[config.mk]
export PLATFORM = sky130hd
export DESIGN_NAME = multichannel_output_blinker
export DESIGN_NICKNAME = d
export VERILOG_FILES = /design/src/rtl/core/mob_pkg.sv /design/src/rtl/core/mob_serve.sv /design/src/rtl/core/multichannel_output_blinker.sv
export SDC_FILE = /design/constraint.sdc
export NUM_CORES = 2
export LEC_CHECK = 0
export BUFFER_PORTS_ARGS = -buffer_cell sky130_fd_sc_hd__buf_2
export CAP_MARGIN = 20
export CORE_MARGIN = 2
export CORE_UTILIZATION = 35
export DETAILED_ROUTE_END_ITERATION = 6
export PLACE_DENSITY = 0.49
export REMOVE_ABC_BUFFERS = 1
export SLEW_MARGIN = 30
export SYNTH_ARGS = -nofsm -noshare
export SYNTH_HDL_FRONTEND = slang
export SYNTH_HIERARCHICAL = 1
export SYNTH_SLANG_ARGS = --single-unit
[constraint.sdc]
create_clock -name clk -period 7 [get_ports clk]
set_input_delay 0.35 -clock clk [delete_from_list [all_inputs] [get_ports clk]]
set_output_delay 0.35 -clock clk [all_outputs]
set_load 0.02 [all_outputs]
[src/rtl/core/mob_pkg.sv]
package mob_pkg;

    localparam int CHANNELS = 16;
    localparam int CH_W     = (CHANNELS > 1) ? $clog2(CHANNELS) : 1;
    localparam int PIN_W    = 16;
    localparam int PIN_EXT_W = (CHANNELS > PIN_W) ? CHANNELS : PIN_W;

    typedef enum logic [3:0] {
        CMD_TICK    = 4'd0,
        CMD_ALLOC   = 4'd1,
        CMD_HIGH    = 4'd2,
        CMD_LOW     = 4'd3,
        CMD_TOGGLE  = 4'd4,
        CMD_ON      = 4'd5,
        CMD_OFF     = 4'd6,
        CMD_RD_LVL  = 4'd7,
        CMD_RD_ACT  = 4'd8,
        CMD_BLINK   = 4'd9,
        CMD_BLINK_N = 4'd10
    } cmd_t;

    typedef enum logic [1:0] {
        STATUS_OK            = 2'd0,
        STATUS_BAD_CHANNEL   = 2'd1,
        STATUS_NOT_ALLOCATED = 2'd2,
        STATUS_NO_FREE       = 2'd3
    } status_t;

    typedef enum logic [1:0] {
        MODE_STEADY  = 2'd0,
        MODE_BLINK   = 2'd1,
        MODE_BLINK_N = 2'd2
    } mode_t;

    typedef enum logic [1:0] {
        ST_IDLE,
        ST_RD,
        ST_WR
    } state_t;

    // per-channel blink record held in the channel memory
    typedef struct packed {
        logic [15:0] on_dur;
        logic [15:0] off_dur;
        logic [31:0] deadline;
        logic [15:0] done_cnt;
        logic [15:0] wanted_cnt;
    } chan_rec_t;

    localparam int REC_W = $bits(chan_rec_t);

    typedef struct packed {
        logic      due;
        logic      pin;
        mode_t     mode;
        chan_rec_t rec;
    } serve_t;

endpackage

[src/rtl/core/mob_serve.sv]
module mob_serve (
    input  mob_pkg::chan_rec_t rec,
    input  logic [31:0]        now_ms,
    input  logic               allocated,
    input  logic               active_low,
    input  logic               pin,
    input  mob_pkg::mode_t     mode,
    output mob_pkg::serve_t    result
);
    import mob_pkg::*;

    logic [31:0] since;
    logic [15:0] done_inc;

    assign since    = now_ms - rec.deadline;
    assign done_inc = rec.done_cnt + 16'd1;

    always_comb
    begin
        result      = '0;
        result.rec  = rec;
        result.pin  = pin;
        result.mode = mode;
        result.due  = allocated && (mode != MODE_STEADY) && !since[31];
        if (pin ^ active_low)
        begin
            result.rec.deadline = now_ms + 32'(rec.off_dur);
            if (mode == MODE_BLINK_N)
            begin
                result.rec.done_cnt = done_inc;
                if (done_inc >= rec.wanted_cnt)
                begin
                    result.mode = MODE_STEADY;
                end
            end
        end
        else
        begin
            result.rec.deadline = now_ms + 32'(rec.on_dur);
        end
        result.pin = ~pin;
    end

endmodule

[src/rtl/core/multichannel_output_blinker.sv]
// multichannel output blinker
// command channel: a transfer happens at a clock edge with start high and busy low;
// cmd, channel, polarity, on_ms, off_ms and blink_count are sampled at that edge.
// result channel: done is high for exactly one cycle and carries status,
// assigned_channel, level and pin_levels; the receiver cannot stall, so the
// result is simply presented for that cycle.
// configuration: cfg_wdata is written into channels_in_use at an edge with cfg_we high.
// latency and throughput: every command except tick gives its result in the cycle
// after the transfer and busy stays low, so one command per cycle is taken.
// a tick walks the managed channels through the blink record memory, a read state
// then a write-back state per channel; busy stays high for the walk, and the result
// comes in the cycle after it. a tick with no managed channels is answered as the
// other commands are, with busy staying low.
// reset: all channels free, active high, steady, pins low, millisecond counter
// zero, channels_in_use 16; the record memory is not cleared and needs no pass.
module multichannel_output_blinker (
    input  logic        clk,
    input  logic        rst_n,
    input  logic        start,
    output logic        busy,
    input  logic        cfg_we,
    input  logic [4:0]  cfg_wdata,
    input  logic [3:0]  cmd,
    input  logic [3:0]  channel,
    input  logic        polarity,
    input  logic [15:0] on_ms,
    input  logic [15:0] off_ms,
    input  logic [15:0] blink_count,
    output logic        done,
    output logic [1:0]  status,
    output logic [3:0]  assigned_channel,
    output logic        level,
    output logic [15:0] pin_levels
);
    import mob_pkg::*;

    state_t              state_reg, state_next;
    logic [4:0]          cfg_reg;
    logic [31:0]         now_reg, now_next;
    logic [CH_W-1:0]     idx_reg, idx_next;
    logic [CHANNELS-1:0] alloc_reg, alloc_next;
    logic [CHANNELS-1:0] al_reg, al_next;
    logic [CHANNELS-1:0] pin_reg, pin_next;
    mode_t               mode_reg [CHANNELS];
    mode_t               mode_next [CHANNELS];
    logic                done_reg, done_next;
    status_t             status_reg, status_next;
    logic [3:0]          assigned_reg, assigned_next;
    logic                level_reg, level_next;

    chan_rec_t           mem [CHANNELS];
    chan_rec_t           rd_reg;
    logic                mem_we, mem_re;
    logic [CH_W-1:0]     mem_waddr;
    chan_rec_t           mem_wdata;

    logic [7:0]          n8;
    logic [7:0]          ch8;
    logic [CH_W-1:0]     chi;
    logic                accept;
    logic                last;
    logic [PIN_EXT_W-1:0] pin_ext;
    serve_t              srv;

    assign n8     = (8'(cfg_reg) > 8'(CHANNELS)) ? 8'(CHANNELS) : 8'(cfg_reg);
    assign ch8    = {4'd0, channel};
    assign chi    = ch8[CH_W-1:0];
    assign busy   = (state_reg != ST_IDLE);
    assign accept = start && !busy;
    assign last   = ((8'(idx_reg) + 8'd1) == n8);

    assign pin_ext          = PIN_EXT_W'(pin_reg);
    assign pin_levels       = pin_ext[PIN_W-1:0];
    assign done             = done_reg;
    assign status           = status_reg;
    assign assigned_channel = assigned_reg;
    assign level            = level_reg;

    mob_serve u_serve (
        .rec        (rd_reg),
        .now_ms     (now_reg),
        .allocated  (alloc_reg[idx_reg]),
        .active_low (al_reg[idx_reg]),
        .pin        (pin_reg[idx_reg]),
        .mode       (mode_reg[idx_reg]),
        .result     (srv)
    );

    // blink record memory
    always_ff @(posedge clk)
    begin
        if (mem_we)
        begin
            mem[mem_waddr] <= mem_wdata;
        end
        if (mem_re)
        begin
            rd_reg <= mem[idx_reg];
        end
    end

    always_ff @(posedge clk or negedge rst_n)
    begin
        if (!rst_n)
        begin
            state_reg    <= ST_IDLE;
            cfg_reg      <= 5'd16;
            now_reg      <= '0;
            idx_reg      <= '0;
            alloc_reg    <= '0;
            al_reg       <= '0;
            pin_reg      <= '0;
            done_reg     <= 1'b0;
            status_reg   <= STATUS_OK;
            assigned_reg <= '0;
            level_reg    <= 1'b0;
            for (int i = 0; i < CHANNELS; i++)
            begin
                mode_reg[i] <= MODE_STEADY;
            end
        end
        else
        begin
            state_reg    <= state_next;
            if (cfg_we)
            begin
                cfg_reg <= cfg_wdata;
            end
            now_reg      <= now_next;
            idx_reg      <= idx_next;
            alloc_reg    <= alloc_next;
            al_reg       <= al_next;
            pin_reg      <= pin_next;
            done_reg     <= done_next;
            status_reg   <= status_next;
            assigned_reg <= assigned_next;
            level_reg    <= level_next;
            for (int i = 0; i < CHANNELS; i++)
            begin
                mode_reg[i] <= mode_next[i];
            end
        end
    end

    // next state
    always_comb
    begin
        state_next = state_reg;
        unique case (state_reg)
            ST_IDLE:
            begin
                if (accept && (cmd_t'(cmd) == CMD_TICK) && (n8 != 8'd0))
                begin
                    state_next = ST_RD;
                end
            end
            ST_RD:
            begin
                state_next = ST_WR;
            end
            ST_WR:
            begin
                state_next = last ? ST_IDLE : ST_RD;
            end
            default:
            begin
                state_next = ST_IDLE;
            end
        endcase
    end

    // datapath and outputs
    always_comb
    begin
        logic            found;
        logic [CH_W-1:0] free_idx;

        found         = 1'b0;
        free_idx      = '0;
        now_next      = now_reg;
        idx_next      = idx_reg;
        alloc_next    = alloc_reg;
        al_next       = al_reg;
        pin_next      = pin_reg;
        mode_next     = mode_reg;
        done_next     = 1'b0;
        status_next   = STATUS_OK;
        assigned_next = '0;
        level_next    = 1'b0;
        mem_we        = 1'b0;
        mem_re        = 1'b0;
        mem_waddr     = chi;
        mem_wdata     = '{on_dur: on_ms, off_dur: off_ms,
                          deadline: now_reg + 32'(on_ms),
                          done_cnt: 16'd0, wanted_cnt: blink_count};

        for (int i = 0; i < CHANNELS; i++)
        begin
            if (!found && (8'(i) < n8) && !alloc_reg[i])
            begin
                found    = 1'b1;
                free_idx = CH_W'(i);
            end
        end

        unique case (state_reg)
            ST_IDLE:
            begin
                if (accept)
                begin
                    unique case (cmd_t'(cmd))
                        CMD_TICK:
                        begin
                            now_next  = now_reg + 32'd1;
                            idx_next  = '0;
                            done_next = (n8 == 8'd0);
                        end
                        CMD_ALLOC:
                        begin
                            done_next = 1'b1;
                            if (found)
                            begin
                                alloc_next[free_idx] = 1'b1;
                                al_next[free_idx]    = polarity;
                                assigned_next        = 4'(free_idx);
                            end
                            else
                            begin
                                status_next = STATUS_NO_FREE;
                            end
                        end
                        CMD_HIGH, CMD_LOW, CMD_TOGGLE, CMD_ON, CMD_OFF,
                        CMD_RD_LVL, CMD_RD_ACT, CMD_BLINK, CMD_BLINK_N:
                        begin
                            done_next = 1'b1;
                            if (ch8 >= n8)
                            begin
                                status_next = STATUS_BAD_CHANNEL;
                            end
                            else if (!alloc_reg[chi])
                            begin
                                status_next = STATUS_NOT_ALLOCATED;
                            end
                            else
                            begin
                                unique case (cmd_t'(cmd))
                                    CMD_HIGH:
                                    begin
                                        mode_next[chi] = MODE_STEADY;
                                        pin_next[chi]  = 1'b1;
                                    end
                                    CMD_LOW:
                                    begin
                                        mode_next[chi] = MODE_STEADY;
                                        pin_next[chi]  = 1'b0;
                                    end
                                    CMD_TOGGLE:
                                    begin
                                        mode_next[chi] = MODE_STEADY;
                                        pin_next[chi]  = ~pin_reg[chi];
                                    end
                                    CMD_ON:
                                    begin
                                        mode_next[chi] = MODE_STEADY;
                                        pin_next[chi]  = ~al_reg[chi];
                                    end
                                    CMD_OFF:
                                    begin
                                        mode_next[chi] = MODE_STEADY;
                                        pin_next[chi]  = al_reg[chi];
                                    end
                                    CMD_RD_LVL:
                                    begin
                                        level_next = pin_reg[chi];
                                    end
                                    CMD_RD_ACT:
                                    begin
                                        level_next = pin_reg[chi] ^ al_reg[chi];
                                    end
                                    CMD_BLINK:
                                    begin
                                        mode_next[chi] = MODE_BLINK;
                                        mem_we         = 1'b1;
                                    end
                                    default:
                                    begin
                                        mode_next[chi] = MODE_BLINK_N;
                                        mem_we         = 1'b1;
                                    end
                                endcase
                            end
                        end
                        default:
                        begin
                            done_next = 1'b1;
                        end
                    endcase
                end
            end
            ST_RD:
            begin
                mem_re = 1'b1;
            end
            ST_WR:
            begin
                mem_waddr = idx_reg;
                mem_wdata = srv.rec;
                if (srv.due)
                begin
                    pin_next[idx_reg]  = srv.pin;
                    mode_next[idx_reg] = srv.mode;
                    mem_we             = 1'b1;
                end
                idx_next  = idx_reg + CH_W'(1);
                done_next = last;
            end
            default:
            begin
            end
        endcase
    end

endmodule

### After elaboration in Yosys (flattened, before gate mapping)

Memories as Yosys holds them, arrays and structs flattened. A register that Yosys moved wholly into a read port is not among the register bits.
Index checks and enable logic that the tools add are counted.

* register bits: 131
* latch bits: 0
* memory bits (writable): 1536
* bits in read-only memories: 0
* bits of input ports: 66
* output and inout bits: 25
* word-level logic and storage cells: 317
* memories: 1

* add/subtract/negate cells: 8
* multipliers: 0
* divide/modulo/power cells: 0
* order comparisons: 29
* eq/ne operators: 23
* shifts and indexed selects: 0
* muxes and demuxes: 120
* bitwise gates (word level): 19
* reduce and logical (&&, ||, !) cells: 90

Memory list
* mem: depth 16, bits a word 96, read ports 1, clocked after Yosys merged registers in 1, wr ports 1, RTL line multichannel_output_blinker.sv:51 `chan_rec_t mem [CHANNELS];`

Operator list (count)
* $mux 32: 6
* $mux 16: 7
* $add 32x16->32: 3
* $mux 96: 1
* $pmux 32 s3: 1
* $mux 4: 21
* $bwmux 16: 5
* $pmux 16 s5: 1
* $or 16x16->16: 4
* $pmux 32 s2: 1
* $and 16x16->16: 3
* $not 16->16: 3
* $mux 1: 43
* $logic_and 1x1->1: 41
* $lt 4x5->1 const A: 8
* $logic_not 1->1: 33
* $add 32x1->32 const B: 1
* $and 32x32->32: 1
* $bwmux 32: 1
* $not 32->32: 1
* $pmux 16 s2: 1
* $sub 32x32->32: 1
* $mux 2: 13
* $bmux 1 s4: 6
* other kinds (45): 83

### Longest topological paths before layout

* word-level depth: 70
* depth in mapped cells: 20
* gate-level depth less buffers: 18

### By module

The synthesis kept the hierarchy.

By module, submodules not included
* multichannel_output_blinker: times used 1, cells each 3471, area each 70563.9 um2, seq. area each 52286.4 um2
* mob_serve: times used 1, cells each 492, area each 3314.4 um2, seq. area each 0.0 um2

### Worst setup path before layout

No wires, ideal clock.

* path kind: register to register
* from: register idx_reg[0]
* to: memory mem[2][0] (netlist bit) (enable)
* setup time: 552 ps
* arrival time: 6836 ps
* required time: 6448 ps
* path slack: -388 ps
* cell stages (with the launch flop): 13
* buffers on the path: 4
* period minus slack after synthesis: 7388 ps
* cells stage by stage: dfrtp_1 -> clkbuf_1 -> clkbuf_1 -> buf_1 -> mux4_2 -> mux4_2 -> o21ai_0 -> nor2_1 -> nand2_1 -> clkbuf_1 -> o41ai_2 -> o21ai_0 -> nor2_1

RTL lines
* start: declaration: RTL line multichannel_output_blinker.sv:40 `logic [CH_W-1:0] idx_reg, idx_next;`
* start signal: assignment: RTL line multichannel_output_blinker.sv:130 `idx_reg <= idx_next;`
* end: declaration: RTL line multichannel_output_blinker.sv:51

==> impl_metrics.py <==
metrics = {
    "outcome": {
        "outcome": "finished clean",
    },
    "synth": {
        "synthAdderAreaFrac": 0.01545,
        "syn_area_per_cell_um2": 18.64,
        "synth_mux_area_frac": 0.1620,
        "synth_edf_count": 1632,
        "synth-compound-area-share": 0.03236,
        "synth_cells": 3963,
        "synth-xor-area-share": 0.01494,
        "synth-main-ff-cell": "edfxtp_1",
        "ys_ff_latch": 1763,
        "yosysUniqueCellTypes": 95,
        "async_flop_share": 0.07431,
        "synth-simple-area-share": 0.04859,
        "syn_area_um2": 73880,
        "synth_top_family_by_area": "multiplexers",
        "seq_area_frac_synth": 0.7077,
        "synth_warnings": 6,
    },
    "worst_hold_path": {
        "min_path_cells": 4,
        "hold_end": "level$_DFF_PN0_",
        "min_path_type": "input pin to flip-flop",
        "hold_start": "cmd[2]",
    },
    "drt": {
        "drt_first_iter_violations": 3360,
        "ant_nets": 0,
        "wl_mm": 194.7,
        "firstDrtPassIters": 5,
        "wl_per_cell_um": 27.47,
        "vias": 38290,
        "post-route-drc-count": 0,
        "vias_per_cell": 5.402,
    },
    "pwr": {
        "switching_share": 0.3013,
        "p_leak_nw": 28.16,
        "p_int_mw": 22.49,
        "pwr-share-seq": 0.421,
        "comb_power_share": 0.267,
        "worst_ir_drop_vdd_mv": 0.3800,
        "p_sw_mw": 9.699,
        "cellPowerDensity_nw_per_um2": 380.6,
        "clock_power_share": 0.312,
    },
    "clock_network": {
        "h-tree-depth": 4,
        "clk_pin_slew_worst_paths_ns": 0.06,
        "root_buffer": "clkbuf_16",
        "clock_latency_ns": 0.85,
        "numCtsBuffers": 188,
        "clockBufferDepth": 3,
        "cts.sinks": 1763,
        "ctsResizeCount": 0,
        "cts_tree": "built",
    },
    "layout": {
        "area_delta_synth_final_pct": 14.48,
        "register_area_um2": 52300,
        "multi_input_area_um2": 20390,
        "largest_reg_flops": 1536,
        "postLayoutCellArea_um2": 84570,
        "final_common_cell": "edfxtp_1",
        "fin_nets": 4285,
        "nFillCells": 18900,
        "final_cell_mix": "edfxtp_1, mux4_2, nand2_1",
        "drive_gt1_frac": 0.2538,
    },
    "placed_design": {
        "dp_hpwl_mm": 104.0,
        "gp_congestion": 0.8492,
        "numPortBuffers": 90,
        "dpl_cell_area_um2": 78160,
    },
    "timing": {
        "tightestPinTransition_ns": 1.042,
        "drv_slew": 0,
        "rsz0062_at_grt": "no",
        "period_share": 0.8363,
        "setup_viol": 0,
        "clock_skew_ns": 0.05995,
        "fmax_mhz": 170.8,
        "min_period_ns": 5.854,
        "setup_tns_ns": 0,
        "hold_viol": 0,
        "max_slew_margin": 0.3051,
    },
    "worst_setup_path": {
        "cp_cell_sequence": "mux4_2 -> mux4_2 -> xor2_2 -> nand2_1 -> nand2_1 -> ha_1 -> o21ai_1 -> nor2_2 -> o211a_1 -> o21ai_0 -> a21boi_0 -> nand3_1 -> xnor2_1 -> nand2_1 -> o21ai_0 -> buf_4",
        "path_class": "flip-flop to flip-flop",
        "r2r.worst_path.cells": 16,
        "regToRegStartpoint": "idx_reg[0]$_DFFE_PN0P_",
        "startpoint_type": "flip-flop",
        "cp_max_fo": 35,
        "path_common_cell": "nand2_1",
        "path_buf_inv": 1,
        "r2r_setup_slack_ns": 1.15,
        "worstSetupEndpointType": "flip-flop",
        "rr_endpoint": "mem[8][61]$_DFFE_PP_",
        "worst_path_dominant_cell_family": "compound AO/OA/AOI/OAI gates",
        "cp_slowest_cell": "dfrtp_4",
        "arrival_ns": 6.39,
        "worstPathRequired_ns": 7.53,
        "crit_path_max_incr_delay_ns": 0.87,
    },
    "global_route": {
        "grt_first_pass_wirelength_mm": 284.9,
        "grt_pass1_vias": 39480,
        "grt_antenna_before_repair": 7,
        "grtUsageTotal": 0.1805,
        "grt_start_max_net_pins": 98,
        "grt-ovfl-total": 0,
    },
    "die": {
        "dieArea_um2": 214800,
        "core_um2": 209800,
        "row_count": 168,
        "die_height_um": 463.4,
        "start_util": 0.3522,
        "pin_count": 91,
        "die_w_um": 463.4,
    },
    "flow_run": {
        "cap_violations": 0,
    },
}
[power groups by stage]
stage / clock [mW] / combinational, mW / sequential (mW)
5_1_grt: 10.7 / 9.38 / 13.6
3_5_place_dp: 0 / 8.73 / 13.8
2_1_floorplan: 0 / 5.98 / 14.0
6_report: 10.0 / 8.61 / 13.5
4_1_cts: 10.3 / 8.77 / 13.6
3_3_place_gp: 0 / 8.68 / 13.8
[cells in the mapped netlist (11+ instances only)]
cell      number  share of area
a211oi_1      16         0.0016
a21o_1        17         0.0017
a21oi_1      134         0.0091
a31oi_1       11        0.00093
and2_1        32         0.0027
and3_1        21         0.0018
buf_1         44         0.0022
buf_2         12        0.00081
buf_4         51         0.0052
clkbuf_1     128         0.0065
dfrtp_1      130          0.044
edfxtp_1    1632           0.66
ha_1          88          0.015
inv_1         69         0.0035
mux2_2        11         0.0017
mux4_2       520           0.16
nand2_1      366          0.019
nand2b_1      25         0.0021
nand3_1       45         0.0030
nand4_1       22         0.0019
nor2_1       120         0.0061
nor2b_1       17         0.0014
nor3_1        29         0.0020
o21ai_0       95         0.0064
o22ai_1       33         0.0028
xnor2_1       63         0.0075
xor2_1        63         0.0075
[final cells by class]
type                    count  area share
multi-input cells        1891      0.2411
clock inverters           113     0.01478
diodes                      1  0.00002959
flip-flops and latches   1763      0.6184
clock buffers             231     0.05879
repair buffers            216     0.02232
inverters                  69    0.003062
well taps                2805     0.04150
[worst min-delay path: stages]
cell     delay, ns
buf_2         0.14
nor3b_1       0.16
a22oi_1       0.14
nor2_1        0.06
[logic make-up after synthesis]
family | count (synthesis)
adders and majority gates | 90
DFF | 1763
buffers and inverters | 309
and+or+nand+nor | 751
xor gates and xnor gates | 126
muxes | 542
AOI/OAI and AO/OA | 382
[layer usage]
| layer | wire length, um | track usage | part of all wire | vias to the layer above |
|---|---|---|---|---|
| met5 | 11 | 0 | 0.000056 | - |
| met4 | 3398 | 0.03869 | 0.017 | 2 |
| met3 | 8935 | 0.02672 | 0.046 | 246 |
| met2 | 90400 | 0.2821 | 0.46 | 1042 |
| met1 | 91970 | 0.2678 | 0.47 | 20730 |
| li1 | - | - | - | 16280 |
[timing repair]
action / in CTS / in global routing
hold endpoints to repair: 111 / 0
buffers inserted: 0 / 0
hold buffers: 17 / 0
endpoints found under the setup margin: 0 / 0
[metrics by stage]
step / worst slack, ns / util / power (mW) / cells / hold WS, ns
finish: 1.146 / 0.4032 / 32.19 / 7089 / 0.08326
CTS: 0.9692 / 0.4030 / 32.63 / 7088 / 0.004313
global route: 0.7017 / 0.4031 / 33.66 / 7088 / 0.08800
floorplan: -15.55 / - / 19.94 / 3723 / 0.05441
global placement: 1.025 / 0.3722 / 22.47 / 6725 / 0.4893
detailed placement: 0.9871 / 0.3726 / 22.51 / 6727 / 0.4913
[how the worst max path moves through the flow]
stage                           start               endpoint  slack [ns]  cells past startpoint
6_report       idx_reg[0]$_DFFE_PN0P_   mem[8][61]$_DFFE_PP_        1.15                     16
5_1_grt        idx_reg[0]$_DFFE_PN0P_   mem[8][61]$_DFFE_PP_        0.70                     16
4_1_cts        idx_reg[0]$_DFFE_PN0P_  mem[15][48]$_DFFE_PP_        0.97                     15
3_5_place_dp   idx_reg[0]$_DFFE_PN0P_  mem[15][48]$_DFFE_PP_        0.99                     15
3_3_place_gp   idx_reg[0]$_DFFE_PN0P_  mem[15][48]$_DFFE_PP_        1.03                     15
2_1_floorplan  idx_reg[0]$_DFFE_PN0P_   mem[14][0]$_DFFE_PP_      -15.55                      8
Power figures use the tool's default switching activity.
